[src/rtl/core/slcd_pkg.sv]
`default_nettype none
package slcd_pkg;

  localparam int MAX_PAYLOAD = 120;
  localparam int WORD_BYTES  = 8;
  localparam int RAM_DEPTH   = 2 * MAX_PAYLOAD;
  localparam int RAM_AW      = $clog2(RAM_DEPTH);
  localparam int DESC_DEPTH  = 2;

  // configuration register indexes
  localparam logic [1:0] CFG_HEAD_FIRST  = 2'd0;
  localparam logic [1:0] CFG_HEAD_SECOND = 2'd1;
  localparam logic [1:0] CFG_MAX_LEN     = 2'd2;

  // result kinds
  localparam logic KIND_HEADER = 1'b0;
  localparam logic KIND_WORD   = 1'b1;

  typedef struct packed {
    logic [7:0] head_first;
    logic [7:0] head_second;
    logic [6:0] max_len;
  } cfg_t;

  // one good frame waiting for the back side
  typedef struct packed {
    logic [7:0] cmd;
    logic [6:0] len;
    logic       bank;
  } desc_t;

  typedef struct packed {
    logic              we;
    logic [RAM_AW-1:0] addr;
    logic [7:0]        data;
  } ram_wr_t;

endpackage
`default_nettype wire

[src/rtl/core/slcd_in_if.sv]
`default_nettype none
interface slcd_in_if;
  logic       valid;
  logic       ready;
  logic [7:0] rx_byte;

  modport source (output valid, output rx_byte, input ready);
  modport sink (input valid, input rx_byte, output ready);
endinterface
`default_nettype wire

[src/rtl/core/slcd_out_if.sv]
`default_nettype none
interface slcd_out_if;
  logic        valid;
  logic        ready;
  logic        kind;
  logic [7:0]  command_code;
  logic [6:0]  payload_length;
  logic [63:0] payload_word;
  logic [3:0]  word_bytes;
  logic        last;

  modport source (output valid, output kind, output command_code, output payload_length,
                  output payload_word, output word_bytes, output last, input ready);
  modport sink (input valid, input kind, input command_code, input payload_length,
                input payload_word, input word_bytes, input last, output ready);
endinterface
`default_nettype wire

[src/rtl/core/slcd_ram.sv]
`default_nettype none
module slcd_ram #(
  parameter int WIDTH = 8,
  parameter int DEPTH = 240
) (
  input  wire logic                     clk,
  input  wire logic                     we,
  input  wire logic [$clog2(DEPTH)-1:0] waddr,
  input  wire logic [WIDTH-1:0]         wdata,
  input  wire logic [$clog2(DEPTH)-1:0] raddr,
  output logic      [WIDTH-1:0]         rdata
);

  logic [WIDTH-1:0] mem [DEPTH];

  always_ff @(posedge clk) begin
    if (we) begin
      mem[waddr] <= wdata;
    end
    rdata <= mem[raddr];
  end

endmodule
`default_nettype wire

[src/rtl/core/slcd_front.sv]
`default_nettype none
module slcd_front import slcd_pkg::*; (
  input  wire logic clk,
  input  wire logic rst_n,
  input  wire cfg_t cfg,
  slcd_in_if.sink   in_ch,
  input  wire logic q_full,
  output logic      q_push,
  output desc_t     q_desc,
  output ram_wr_t   ram_wr
);

  localparam logic [3:0] PH_HUNT  = 4'd0;
  localparam logic [3:0] PH_GOTH1 = 4'd1;
  localparam logic [3:0] PH_CMD   = 4'd2;
  localparam logic [3:0] PH_LEN   = 4'd3;
  localparam logic [3:0] PH_DATA  = 4'd4;
  localparam logic [3:0] PH_SUML  = 4'd5;
  localparam logic [3:0] PH_SUMH  = 4'd6;
  localparam logic [3:0] PH_TAIL1 = 4'd7;
  localparam logic [3:0] PH_TAIL2 = 4'd8;

  typedef struct packed {
    logic [3:0] phase;
    logic [7:0] cmd;
  } hunt_t;

  function automatic hunt_t hunt_feed(hunt_t s, logic [7:0] b, logic [7:0] h1,
                                      logic [7:0] h2);
    hunt_t r;
    r = s;
    if (s.phase == PH_HUNT) begin
      if (b == h1) r.phase = PH_GOTH1;
    end else if (s.phase == PH_GOTH1) begin
      if (b == h2) r.phase = PH_CMD;
      else if (b != h1) r.phase = PH_HUNT;
    end else if (s.phase == PH_CMD) begin
      r.cmd   = b;
      r.phase = PH_LEN;
    end
    return r;
  endfunction

  logic [3:0]  phase_r, phase_nxt;
  logic [7:0]  cmd_r, cmd_nxt;
  logic [6:0]  len_r, len_nxt;
  logic [6:0]  cnt_r, cnt_nxt;
  logic [15:0] sum_r, sum_nxt;
  logic        ok_r, ok_nxt;
  logic        bank_r, bank_nxt;

  logic        accept;
  logic [7:0]  b;
  logic [6:0]  limit;
  logic [6:0]  cnt_inc;
  hunt_t       h0, h1, h2, h3, hs;

  // hold off only where a new frame would claim a payload bank
  assign in_ch.ready = !(phase_r == PH_LEN && q_full);
  assign accept      = in_ch.valid && in_ch.ready;
  assign b           = in_ch.rx_byte;
  assign limit       = (cfg.max_len > 7'(MAX_PAYLOAD)) ? 7'(MAX_PAYLOAD) : cfg.max_len;
  assign cnt_inc     = cnt_r + 7'd1;

  // length too large: replay head_second, cmd and the length byte through the hunt
  always_comb begin
    h0 = '{phase: PH_HUNT, cmd: cmd_r};
    h1 = hunt_feed(h0, cfg.head_second, cfg.head_first, cfg.head_second);
    h2 = hunt_feed(h1, cmd_r, cfg.head_first, cfg.head_second);
    h3 = hunt_feed(h2, b, cfg.head_first, cfg.head_second);
    hs = hunt_feed('{phase: phase_r, cmd: cmd_r}, b, cfg.head_first, cfg.head_second);
  end

  always_comb begin
    phase_nxt = phase_r;
    cmd_nxt   = cmd_r;
    len_nxt   = len_r;
    cnt_nxt   = cnt_r;
    sum_nxt   = sum_r;
    ok_nxt    = ok_r;
    bank_nxt  = bank_r;
    q_push    = 1'b0;
    q_desc    = '{cmd: cmd_r, len: len_r, bank: bank_r};
    ram_wr.we   = 1'b0;
    ram_wr.addr = (bank_r ? RAM_AW'(MAX_PAYLOAD) : '0) + RAM_AW'(cnt_r);
    ram_wr.data = b;
    if (accept) begin
      unique case (phase_r)
        PH_HUNT, PH_GOTH1, PH_CMD: begin
          phase_nxt = hs.phase;
          cmd_nxt   = hs.cmd;
        end
        PH_LEN: begin
          if (b > {1'b0, limit}) begin
            phase_nxt = h3.phase;
            cmd_nxt   = h3.cmd;
          end else begin
            len_nxt   = b[6:0];
            cnt_nxt   = '0;
            ok_nxt    = 1'b1;
            sum_nxt   = {8'd0, cmd_r} + {8'd0, b};
            phase_nxt = (b != 8'd0) ? PH_DATA : PH_SUML;
          end
        end
        PH_DATA: begin
          ram_wr.we = 1'b1;
          sum_nxt   = sum_r + {8'd0, b};
          cnt_nxt   = cnt_inc;
          if (cnt_inc >= len_r) phase_nxt = PH_SUML;
        end
        PH_SUML: begin
          if (b != sum_r[7:0]) ok_nxt = 1'b0;
          phase_nxt = PH_SUMH;
        end
        PH_SUMH: begin
          if (b != sum_r[15:8]) ok_nxt = 1'b0;
          phase_nxt = PH_TAIL1;
        end
        PH_TAIL1: begin
          if (b != cfg.head_second) ok_nxt = 1'b0;
          phase_nxt = PH_TAIL2;
        end
        PH_TAIL2: begin
          if (ok_r && b == cfg.head_first) begin
            q_push   = 1'b1;
            bank_nxt = !bank_r;
          end
          ok_nxt    = 1'b1;
          phase_nxt = PH_HUNT;
        end
        default: phase_nxt = PH_HUNT;
      endcase
    end
  end

  always_ff @(posedge clk) begin
    if (!rst_n) begin
      phase_r <= PH_HUNT;
      cmd_r   <= '0;
      len_r   <= '0;
      cnt_r   <= '0;
      sum_r   <= '0;
      ok_r    <= 1'b1;
      bank_r  <= 1'b0;
    end else begin
      phase_r <= phase_nxt;
      cmd_r   <= cmd_nxt;
      len_r   <= len_nxt;
      cnt_r   <= cnt_nxt;
      sum_r   <= sum_nxt;
      ok_r    <= ok_nxt;
      bank_r  <= bank_nxt;
    end
  end

endmodule
`default_nettype wire

[src/rtl/core/slcd_fifo.sv]
`default_nettype none
module slcd_fifo import slcd_pkg::*; (
  input  wire logic  clk,
  input  wire logic  rst_n,
  input  wire logic  push,
  input  wire desc_t push_desc,
  input  wire logic  pop,
  output desc_t      head_desc,
  output logic       full,
  output logic       empty
);

  localparam int PW = $clog2(DESC_DEPTH);

  desc_t             ent_r [DESC_DEPTH];
  logic [PW-1:0]     wp_r, rp_r;
  logic [PW:0]       cnt_r;

  assign full      = cnt_r == (PW+1)'(DESC_DEPTH);
  assign empty     = cnt_r == '0;
  assign head_desc = ent_r[rp_r];

  always_ff @(posedge clk) begin
    if (push) begin
      ent_r[wp_r] <= push_desc;
    end
  end

  always_ff @(posedge clk) begin
    if (!rst_n) begin
      wp_r  <= '0;
      rp_r  <= '0;
      cnt_r <= '0;
    end else begin
      if (push) wp_r <= wp_r + PW'(1);
      if (pop) rp_r <= rp_r + PW'(1);
      cnt_r <= cnt_r + (PW+1)'(push) - (PW+1)'(pop);
    end
  end

  // the front holds off at the length byte, so a push never meets a full queue
  a_no_overflow: assert property (@(posedge clk) disable iff (!rst_n) push |-> !full)
    else $error("descriptor queue overflow");
  a_no_underflow: assert property (@(posedge clk) disable iff (!rst_n) pop |-> !empty)
    else $error("descriptor queue underflow");

endmodule
`default_nettype wire

[src/rtl/core/slcd_back.sv]
`default_nettype none
module slcd_back import slcd_pkg::*; (
  input  wire logic              clk,
  input  wire logic              rst_n,
  input  wire logic              q_empty,
  input  wire desc_t             q_desc,
  output logic                   q_pop,
  output logic [RAM_AW-1:0]      ram_raddr,
  input  wire logic [7:0]        ram_rdata,
  slcd_out_if.source             out_ch
);

  localparam logic [1:0] B_IDLE = 2'd0;
  localparam logic [1:0] B_HEAD = 2'd1;
  localparam logic [1:0] B_READ = 2'd2;
  localparam logic [1:0] B_WORD = 2'd3;

  logic [1:0]  st_r, st_nxt;
  logic [6:0]  pos_r, pos_nxt;
  logic [3:0]  iss_r, iss_nxt;
  logic [3:0]  got_r, got_nxt;
  logic        pend_r, pend_nxt;
  logic [63:0] word_r, word_nxt;

  logic        ov_r, ov_nxt;
  logic        kind_r, kind_nxt;
  logic [7:0]  cmd_r, cmd_nxt;
  logic [6:0]  len_r, len_nxt;
  logic [63:0] pw_r, pw_nxt;
  logic [3:0]  wb_r, wb_nxt;
  logic        last_r, last_nxt;

  logic        slot_free;
  logic        can_issue;

  assign slot_free = !ov_r || out_ch.ready;
  assign can_issue = (iss_r < 4'(WORD_BYTES)) && (pos_r < q_desc.len);
  assign ram_raddr = (q_desc.bank ? RAM_AW'(MAX_PAYLOAD) : '0) + RAM_AW'(pos_r);

  assign out_ch.valid          = ov_r;
  assign out_ch.kind           = kind_r;
  assign out_ch.command_code   = cmd_r;
  assign out_ch.payload_length = len_r;
  assign out_ch.payload_word   = pw_r;
  assign out_ch.word_bytes     = wb_r;
  assign out_ch.last           = last_r;

  always_comb begin
    st_nxt   = st_r;
    pos_nxt  = pos_r;
    iss_nxt  = iss_r;
    got_nxt  = got_r;
    pend_nxt = 1'b0;
    word_nxt = word_r;
    ov_nxt   = ov_r && !out_ch.ready;
    kind_nxt = kind_r;
    cmd_nxt  = cmd_r;
    len_nxt  = len_r;
    pw_nxt   = pw_r;
    wb_nxt   = wb_r;
    last_nxt = last_r;
    q_pop    = 1'b0;
    unique case (st_r)
      B_IDLE: begin
        if (!q_empty) st_nxt = B_HEAD;
      end
      B_HEAD: begin
        if (slot_free) begin
          ov_nxt   = 1'b1;
          kind_nxt = KIND_HEADER;
          cmd_nxt  = q_desc.cmd;
          len_nxt  = q_desc.len;
          pw_nxt   = '0;
          wb_nxt   = '0;
          last_nxt = q_desc.len == '0;
          pos_nxt  = '0;
          iss_nxt  = '0;
          got_nxt  = '0;
          word_nxt = '0;
          if (q_desc.len == '0) begin
            q_pop  = 1'b1;
            st_nxt = B_IDLE;
          end else begin
            st_nxt = B_READ;
          end
        end
      end
      B_READ: begin
        // one memory read a cycle, data lands in its byte lane in the next cycle
        if (pend_r) begin
          for (int i = 0; i < WORD_BYTES; i++) begin
            if (got_r == 4'(i)) word_nxt[i*8 +: 8] = ram_rdata;
          end
          got_nxt = got_r + 4'd1;
        end
        if (can_issue) begin
          pend_nxt = 1'b1;
          pos_nxt  = pos_r + 7'd1;
          iss_nxt  = iss_r + 4'd1;
        end else if (!pend_r) begin
          st_nxt = B_WORD;
        end
      end
      B_WORD: begin
        if (slot_free) begin
          ov_nxt   = 1'b1;
          kind_nxt = KIND_WORD;
          pw_nxt   = word_r;
          wb_nxt   = got_r;
          last_nxt = pos_r == q_desc.len;
          iss_nxt  = '0;
          got_nxt  = '0;
          word_nxt = '0;
          if (pos_r == q_desc.len) begin
            q_pop  = 1'b1;
            st_nxt = B_IDLE;
          end else begin
            st_nxt = B_READ;
          end
        end
      end
      default: st_nxt = B_IDLE;
    endcase
  end

  always_ff @(posedge clk) begin
    if (!rst_n) begin
      st_r   <= B_IDLE;
      pend_r <= 1'b0;
      ov_r   <= 1'b0;
    end else begin
      st_r   <= st_nxt;
      pend_r <= pend_nxt;
      ov_r   <= ov_nxt;
    end
  end

  always_ff @(posedge clk) begin
    pos_r  <= pos_nxt;
    iss_r  <= iss_nxt;
    got_r  <= got_nxt;
    word_r <= word_nxt;
    kind_r <= kind_nxt;
    cmd_r  <= cmd_nxt;
    len_r  <= len_nxt;
    pw_r   <= pw_nxt;
    wb_r   <= wb_nxt;
    last_r <= last_nxt;
  end

  a_word_bytes: assert property (@(posedge clk) disable iff (!rst_n)
      ov_r && kind_r == KIND_WORD |-> wb_r != 4'd0 && wb_r <= 4'(WORD_BYTES))
    else $error("payload word with bad byte count");

endmodule
`default_nettype wire

[src/rtl/core/sync_length_checksum_deframer_top.sv]
`default_nettype none
// Frame parser for a byte stream: hunts for the header pair head_first head_second,
// then takes a command byte, a length byte, that many payload bytes, a 16-bit sum
// (low byte first, command + length + payload mod 65536) and the tail pair
// head_second head_first. A good frame gives one header result and then the payload
// in words of up to eight bytes, earliest byte in bits 7:0; a frame with a bad sum or
// tail is dropped without any result. The front side takes one byte per cycle; it
// holds in_ch.ready low only on the length byte while two good frames still wait for
// or sit in the back side, which owns the two payload banks of a 240-byte memory.
// The back side gives the header result, then reads the payload through its one memory
// read port and packs it into words; results stay in an output register so the
// back side only stalls on out_ch.ready. The memory needs no clearing after reset:
// only bytes written for the current frame are ever read.
module sync_length_checksum_deframer_top import slcd_pkg::*; (
  input  wire logic       clk,
  input  wire logic       rst_n,
  input  wire logic       cfg_we,
  input  wire logic [1:0] cfg_addr,
  input  wire logic [7:0] cfg_wdata,
  slcd_in_if.sink         in_ch,
  slcd_out_if.source      out_ch
);

  // configuration registers
  cfg_t    cfg_r;

  // front to queue
  logic    q_push;
  desc_t   q_push_desc;
  logic    q_full;

  // queue to back
  logic    q_pop;
  desc_t   q_head;
  logic    q_empty;

  // payload memory
  ram_wr_t ram_wr;
  logic [RAM_AW-1:0] ram_raddr;
  logic [7:0]        ram_rdata;

  always_ff @(posedge clk) begin
    if (!rst_n) begin
      cfg_r.head_first  <= 8'd170;
      cfg_r.head_second <= 8'd85;
      cfg_r.max_len     <= 7'd120;
    end else if (cfg_we) begin
      unique case (cfg_addr)
        CFG_HEAD_FIRST:  cfg_r.head_first  <= cfg_wdata;
        CFG_HEAD_SECOND: cfg_r.head_second <= cfg_wdata;
        CFG_MAX_LEN:     cfg_r.max_len     <= cfg_wdata[6:0];
        default: ;  // unmapped index, write dropped
      endcase
    end
  end

  // byte parser, checksum and tail check, payload writes
  slcd_front u_front (
    .clk    (clk),
    .rst_n  (rst_n),
    .cfg    (cfg_r),
    .in_ch  (in_ch),
    .q_full (q_full),
    .q_push (q_push),
    .q_desc (q_push_desc),
    .ram_wr (ram_wr)
  );

  // good frames waiting for emission, one per payload bank
  slcd_fifo u_fifo (
    .clk       (clk),
    .rst_n     (rst_n),
    .push      (q_push),
    .push_desc (q_push_desc),
    .pop       (q_pop),
    .head_desc (q_head),
    .full      (q_full),
    .empty     (q_empty)
  );

  // two banks of payload bytes
  slcd_ram #(
    .WIDTH (8),
    .DEPTH (RAM_DEPTH)
  ) u_ram (
    .clk   (clk),
    .we    (ram_wr.we),
    .waddr (ram_wr.addr),
    .wdata (ram_wr.data),
    .raddr (ram_raddr),
    .rdata (ram_rdata)
  );

  // header and payload word results
  slcd_back u_back (
    .clk       (clk),
    .rst_n     (rst_n),
    .q_empty   (q_empty),
    .q_desc    (q_head),
    .q_pop     (q_pop),
    .ram_raddr (ram_raddr),
    .ram_rdata (ram_rdata),
    .out_ch    (out_ch)
  );

endmodule
`default_nettype wire

[src/flat_wrapper.sv]
// flat-port wrapper written by rule: the top's interface ports become plain ports
module sync_length_checksum_deframer_top_flat import slcd_pkg::*;
  (clk, rst_n, cfg_we, cfg_addr, cfg_wdata, in_ch_valid, in_ch_rx_byte, in_ch_ready, out_ch_valid, out_ch_kind, out_ch_command_code, out_ch_payload_length, out_ch_payload_word, out_ch_word_bytes, out_ch_last, out_ch_ready);
  slcd_in_if in_ch_i ();
  slcd_out_if out_ch_i ();
  input  wire logic clk;
  input  wire logic rst_n;
  input  wire logic cfg_we;
  input  wire logic [1:0] cfg_addr;
  input  wire logic [7:0] cfg_wdata;
  input wire logic [$bits(in_ch_i.valid)-1:0] in_ch_valid;
  input wire logic [$bits(in_ch_i.rx_byte)-1:0] in_ch_rx_byte;
  output wire logic [$bits(in_ch_i.ready)-1:0] in_ch_ready;
  output wire logic [$bits(out_ch_i.valid)-1:0] out_ch_valid;
  output wire logic [$bits(out_ch_i.kind)-1:0] out_ch_kind;
  output wire logic [$bits(out_ch_i.command_code)-1:0] out_ch_command_code;
  output wire logic [$bits(out_ch_i.payload_length)-1:0] out_ch_payload_length;
  output wire logic [$bits(out_ch_i.payload_word)-1:0] out_ch_payload_word;
  output wire logic [$bits(out_ch_i.word_bytes)-1:0] out_ch_word_bytes;
  output wire logic [$bits(out_ch_i.last)-1:0] out_ch_last;
  input wire logic [$bits(out_ch_i.ready)-1:0] out_ch_ready;
  assign in_ch_i.valid = in_ch_valid;
  assign in_ch_i.rx_byte = in_ch_rx_byte;
  assign in_ch_ready = in_ch_i.ready;
  assign out_ch_valid = out_ch_i.valid;
  assign out_ch_kind = out_ch_i.kind;
  assign out_ch_command_code = out_ch_i.command_code;
  assign out_ch_payload_length = out_ch_i.payload_length;
  assign out_ch_payload_word = out_ch_i.payload_word;
  assign out_ch_word_bytes = out_ch_i.word_bytes;
  assign out_ch_last = out_ch_i.last;
  assign out_ch_i.ready = out_ch_ready;
  sync_length_checksum_deframer_top u_core (.clk(clk), .rst_n(rst_n), .cfg_we(cfg_we), .cfg_addr(cfg_addr), .cfg_wdata(cfg_wdata), .in_ch(in_ch_i), .out_ch(out_ch_i));
endmodule
[config.mk]
export PLATFORM = sky130hd
export DESIGN_NAME = sync_length_checksum_deframer_top_flat
export DESIGN_NICKNAME = d
export VERILOG_FILES = /design/src/rtl/core/slcd_pkg.sv /design/src/rtl/core/slcd_in_if.sv /design/src/rtl/core/slcd_out_if.sv /design/src/rtl/core/slcd_ram.sv /design/src/rtl/core/slcd_front.sv /design/src/rtl/core/slcd_fifo.sv /design/src/rtl/core/slcd_back.sv /design/src/rtl/core/sync_length_checksum_deframer_top.sv /design/src/flat_wrapper.sv
export SDC_FILE = /design/constraint.sdc
export NUM_CORES = 2
export LEC_CHECK = 0
export ABC_AREA = 1
export BUFFER_PORTS_ARGS = -buffer_cell sky130_fd_sc_hd__buf_2
export CAP_MARGIN = 20
export CORE_ASPECT_RATIO = 1.75
export CORE_MARGIN = 4
export CORE_UTILIZATION = 50
export CTS_BUF_LIST = sky130_fd_sc_hd__clkbuf_4 sky130_fd_sc_hd__clkbuf_8 sky130_fd_sc_hd__clkbuf_16
export DETAILED_ROUTE_END_ITERATION = 12
export PLACE_DENSITY = 0.66
export SLEW_MARGIN = 5
export SYNTH_ARGS = -nofsm -noshare
export SYNTH_HDL_FRONTEND = slang
export SYNTH_SLANG_ARGS = --single-unit
[constraint.sdc]
create_clock -name clk -period 8.4 [get_ports clk]
set_clock_uncertainty 0.1 [all_clocks]
set_input_delay 1.68 -clock clk [delete_from_list [all_inputs] [get_ports clk]]
set_output_delay 1.68 -clock clk [all_outputs]
set_load 0.02 [all_outputs]
==> qor.yml <==
status:
  status: "complete, no violations"
drt:
  wl_met3_um: 15900
  wl_per_cell_um: 24.1
  detail-route-antenna-nets: 0
  vias_per_cell: 5.73
  drtIter0Drc: 6374
  wl_met1_um: 89000
  wl_met2_um: 133000
  highest_layer: "met4"
  wirelength_um: 257000
  first_pass_iters: 6
  drt_drc_violations_left: 0
  vias: 61200
cts:
  cts_hold_buffers: 0
  clk_pin_slew_ps: 70
  ctsRootBufferMaster: "clkbuf_16"
  cts_tree: "done"
  post-cts-setup-buffers: 0
  cts_buffer_depth: 4
  post_cts_resized: 0
  clk_latency_ps: 860
  cts-buffers-inserted: 193
  h-tree-depth: 4
  cts_num_sinks: 2200
synthesis:
  synth-seq-area-share: 0.706
  syn_inst: 8203
  yosys_warnings: 0
  synth_cell_types: 48
  syn-num-nets: 8288
  postSynthAreaPerCell_um2: 11.3
  synth_area_mm2: 0.0924
  ys_seq_elements: 2200
timing:
  setup_viol: 0
  fin_crit_sh: 0.531
  setup-tns-final_ps: 0
  worst_pin_slew_ps: 1230
  slew_violations: 0
  slew_headroom: 0.180
  hold_violations: 0
  min_period_ps: 4460
  rsz0062_at_grt: "false"
  fmax_ghz: 0.224
grt:
  antenna_found_initial: 5
  grt-ovfl-total: 0
  grt_pass1_wl_um: 379000
  gr-usage-all-layers: 0.262
  grt_pass1_vias: 60100
  grt_max_degree: 194
power:
  leakagePower_nw: 36.8
  combPwrFrac: 0.232
  switching_power_w: 0.00885
  clkPwrFrac: 0.317
  swShare: 0.319
  intPower_w: 0.0188
  ir_worst_vdd_mv: 0.263
  power.density_mw_per_mm2: 274
  seq_power_share: 0.451
  total_power_w: 0.0277
finish:
  area_delta_synth_final_pct: 9.35
  num-fill-cells: 15300
  drive_above_1_share: 0.0760
  nets: 8206
setup_path:
  start_kind: "register"
  cp.required_ps: 9070
  critPathKind: "reg -> reg"
  worstPathMaxFanout: 41
  cp-end-kind: "register"
  arrival_ps: 5130
  r2r_setup_slack_ps: 3940
place:
  dp_hpwl_um: 155000
  io_buffer_count: 109
  place_congestion: 0.917
floorplanning:
  boundaryPins: 110
  die-width_um: 333
  die_area_mm2: 0.192
  core_area_mm2: 0.184
  die_h_um: 577
  rows: 208
  start_util: 0.503
hold_path:
  hold_path_startpoint: "u_core.u_front.len_r[1]"
  hold_path.class: "reg -> reg"
run:
  max-cap-violations: 0
-- state kept, by name (all words and copies together), names as in the netlist, 2 cells and up, named ones only --
register	count
u_core.u_ram.mem	1920
u_core.u_back.out_ch.payload_word	64
u_core.u_back.word_r	64
u_core.u_fifo.ent_r	32
u_core.cfg_r	23
u_core.u_front.sum_r	16
u_core.u_back.out_ch.command_code	8
u_core.u_front.cmd_r	8
u_core.u_ram.rdata	8
u_core.u_back.out_ch.payload_length	7
u_core.u_back.pos_r	7
u_core.u_front.cnt_r	7
u_core.u_front.len_r	7
u_core.u_back.got_r	4
u_core.u_back.iss_r	4
u_core.u_back.out_ch.word_bytes	4
u_core.u_front.phase_r	4
u_core.u_back.st_r	2
u_core.u_fifo.cnt_r	2
-- layout make-up --
cell class | count | area (um2) | share of cell area
Antenna cell | 5 | 12.5 | 0.000124
Multi-Input combinational cell | 4844 | 22600 | 0.224
Clock buffer | 225 | 5070 | 0.0502
Inverter | 679 | 2570 | 0.0255
Tap cell | 2415 | 3020 | 0.0299
Timing Repair Buffer | 203 | 1500 | 0.0149
Clock inverter | 112 | 1050 | 0.0104
Sequential cell | 2200 | 65200 | 0.645
-- power by group through the flow --
| stage | Combinational [W] | Clock, W | Sequential [W] |
|---|---|---|---|
| final | 0.00641 | 0.00879 | 0.0125 |
| after global placement | 0.00628 | 0 | 0.0127 |
| after global routing | 0.00689 | 0.00932 | 0.0125 |
| after floorplan | 0.00386 | 0 | 0.0128 |
| after detailed placement | 0.00634 | 0 | 0.0127 |
| after CTS | 0.00636 | 0.00888 | 0.0125 |
-- worst max-delay path, cell delays in order, from the launching register on --
cell	delay [ps]
dfxtp_1	830
mux2_2	510
ha_4	200
fa_2	1170
inv_2	390
buf_12	290
nand3_1	260
nand3_1	190
nand3_1	170
nand3_1	120
nand2_1	80
-- metrics by stage --
step	hold slack [ps]	cells	area (um2)	setup slack (ps)	util
2_1_floorplan	326	8203	92400	1860	-
3_3_place_gp	349	10300	94900	3750	0.516
3_5_place_dp	345	10300	94900	3710	0.517
4_1_cts	363	10700	101000	3690	0.550
5_1_grt	395	10700	101000	3690	0.550
6_report	362	10700	101000	3940	0.550
-- cell families after synthesis --
kind of cell	Yosys count	synth area share
and+or+nand+nor	3857	0.175
buffers and inverters	1159	0.0503
DFF	2200	0.706
muxes	10	0.00120
adders and majority gates	62	0.00872
AOI/OAI and AO/OA	875	0.0550
xor gates and xnor gates	40	0.00379
-- layout by cell type, fill, tap and decap left out, types with 17 or more instances in the layout --
master     count
edfxtp_1    2116
nand2_1     1417
nor2_1      1234
nand3_1     1055
inv_1        670
o21ai_0      506
o211ai_1     254
clkbuf_16    193
buf_2        102
dfxtp_1       84
or2_2         80
a21oi_1       79
buf_4         79
ha_1          57
clkinv_1      42
clkinv_2      35
clkbuf_4      32
xnor2_1       21
nand4_1       20
bufinv_16     18
xor2_1        17
-- cells in the mapped netlist (all sizes together) --
cell / n / share of area
o2111ai: 1 / 0.000095
o22ai: 4 / 0.00027
mux2i: 1 / 0.00011
fa: 4 / 0.00087
o21bai: 2 / 0.00016
nand3: 1057 / 0.057
nand3b: 4 / 0.00032
a21boi: 1 / 0.000081
mux2: 9 / 0.0011
nor2: 1243 / 0.051
nand2: 1433 / 0.059
nor4: 7 / 0.00047
ha: 58 / 0.0079
a211oi: 3 / 0.00024
o221ai: 1 / 0.000095
nand4: 20 / 0.0014
or2: 80 / 0.0054
o31ai: 1 / 0.000081
xor2: 19 / 0.0018
o21ai: 512 / 0.028
a21o: 3 / 0.00024
and3: 2 / 0.00014
clkbuf: 257 / 0.010
edfxtp: 2116 / 0.69
o311ai: 1 / 0.000095
a21oi: 79 / 0.0043
o211ai: 254 / 0.021
dfxtp: 84 / 0.018
o41ai: 1 / 0.000095
buf: 223 / 0.012
inv: 677 / 0.027
a31oi: 9 / 0.00061
o21a: 3 / 0.00024
xnor2: 21 / 0.0020
nor3b: 1 / 0.000081
nor3: 10 / 0.00054
clkinv: 2 / 0.000081
-- per-layer routing --
metal / vias up / track usage
met5: - / 0
met4: 0 / 0.173
met3: 738 / 0.0318
met2: 2637 / 0.466
met1: 29700 / 0.296
li1: 28100 / -
-- worst paths after layout --
kind	end	cells past startpoint
worst min register to register	u_core.u_fifo.ent_r[0][2]	0
worst min-delay path	u_core.u_fifo.ent_r[0][2]	0
worst max register to register	u_core.u_ram.rdata[2]	10
worst max-delay path	u_core.u_ram.rdata[2]	10
Power figures use the tool's default switching activity.
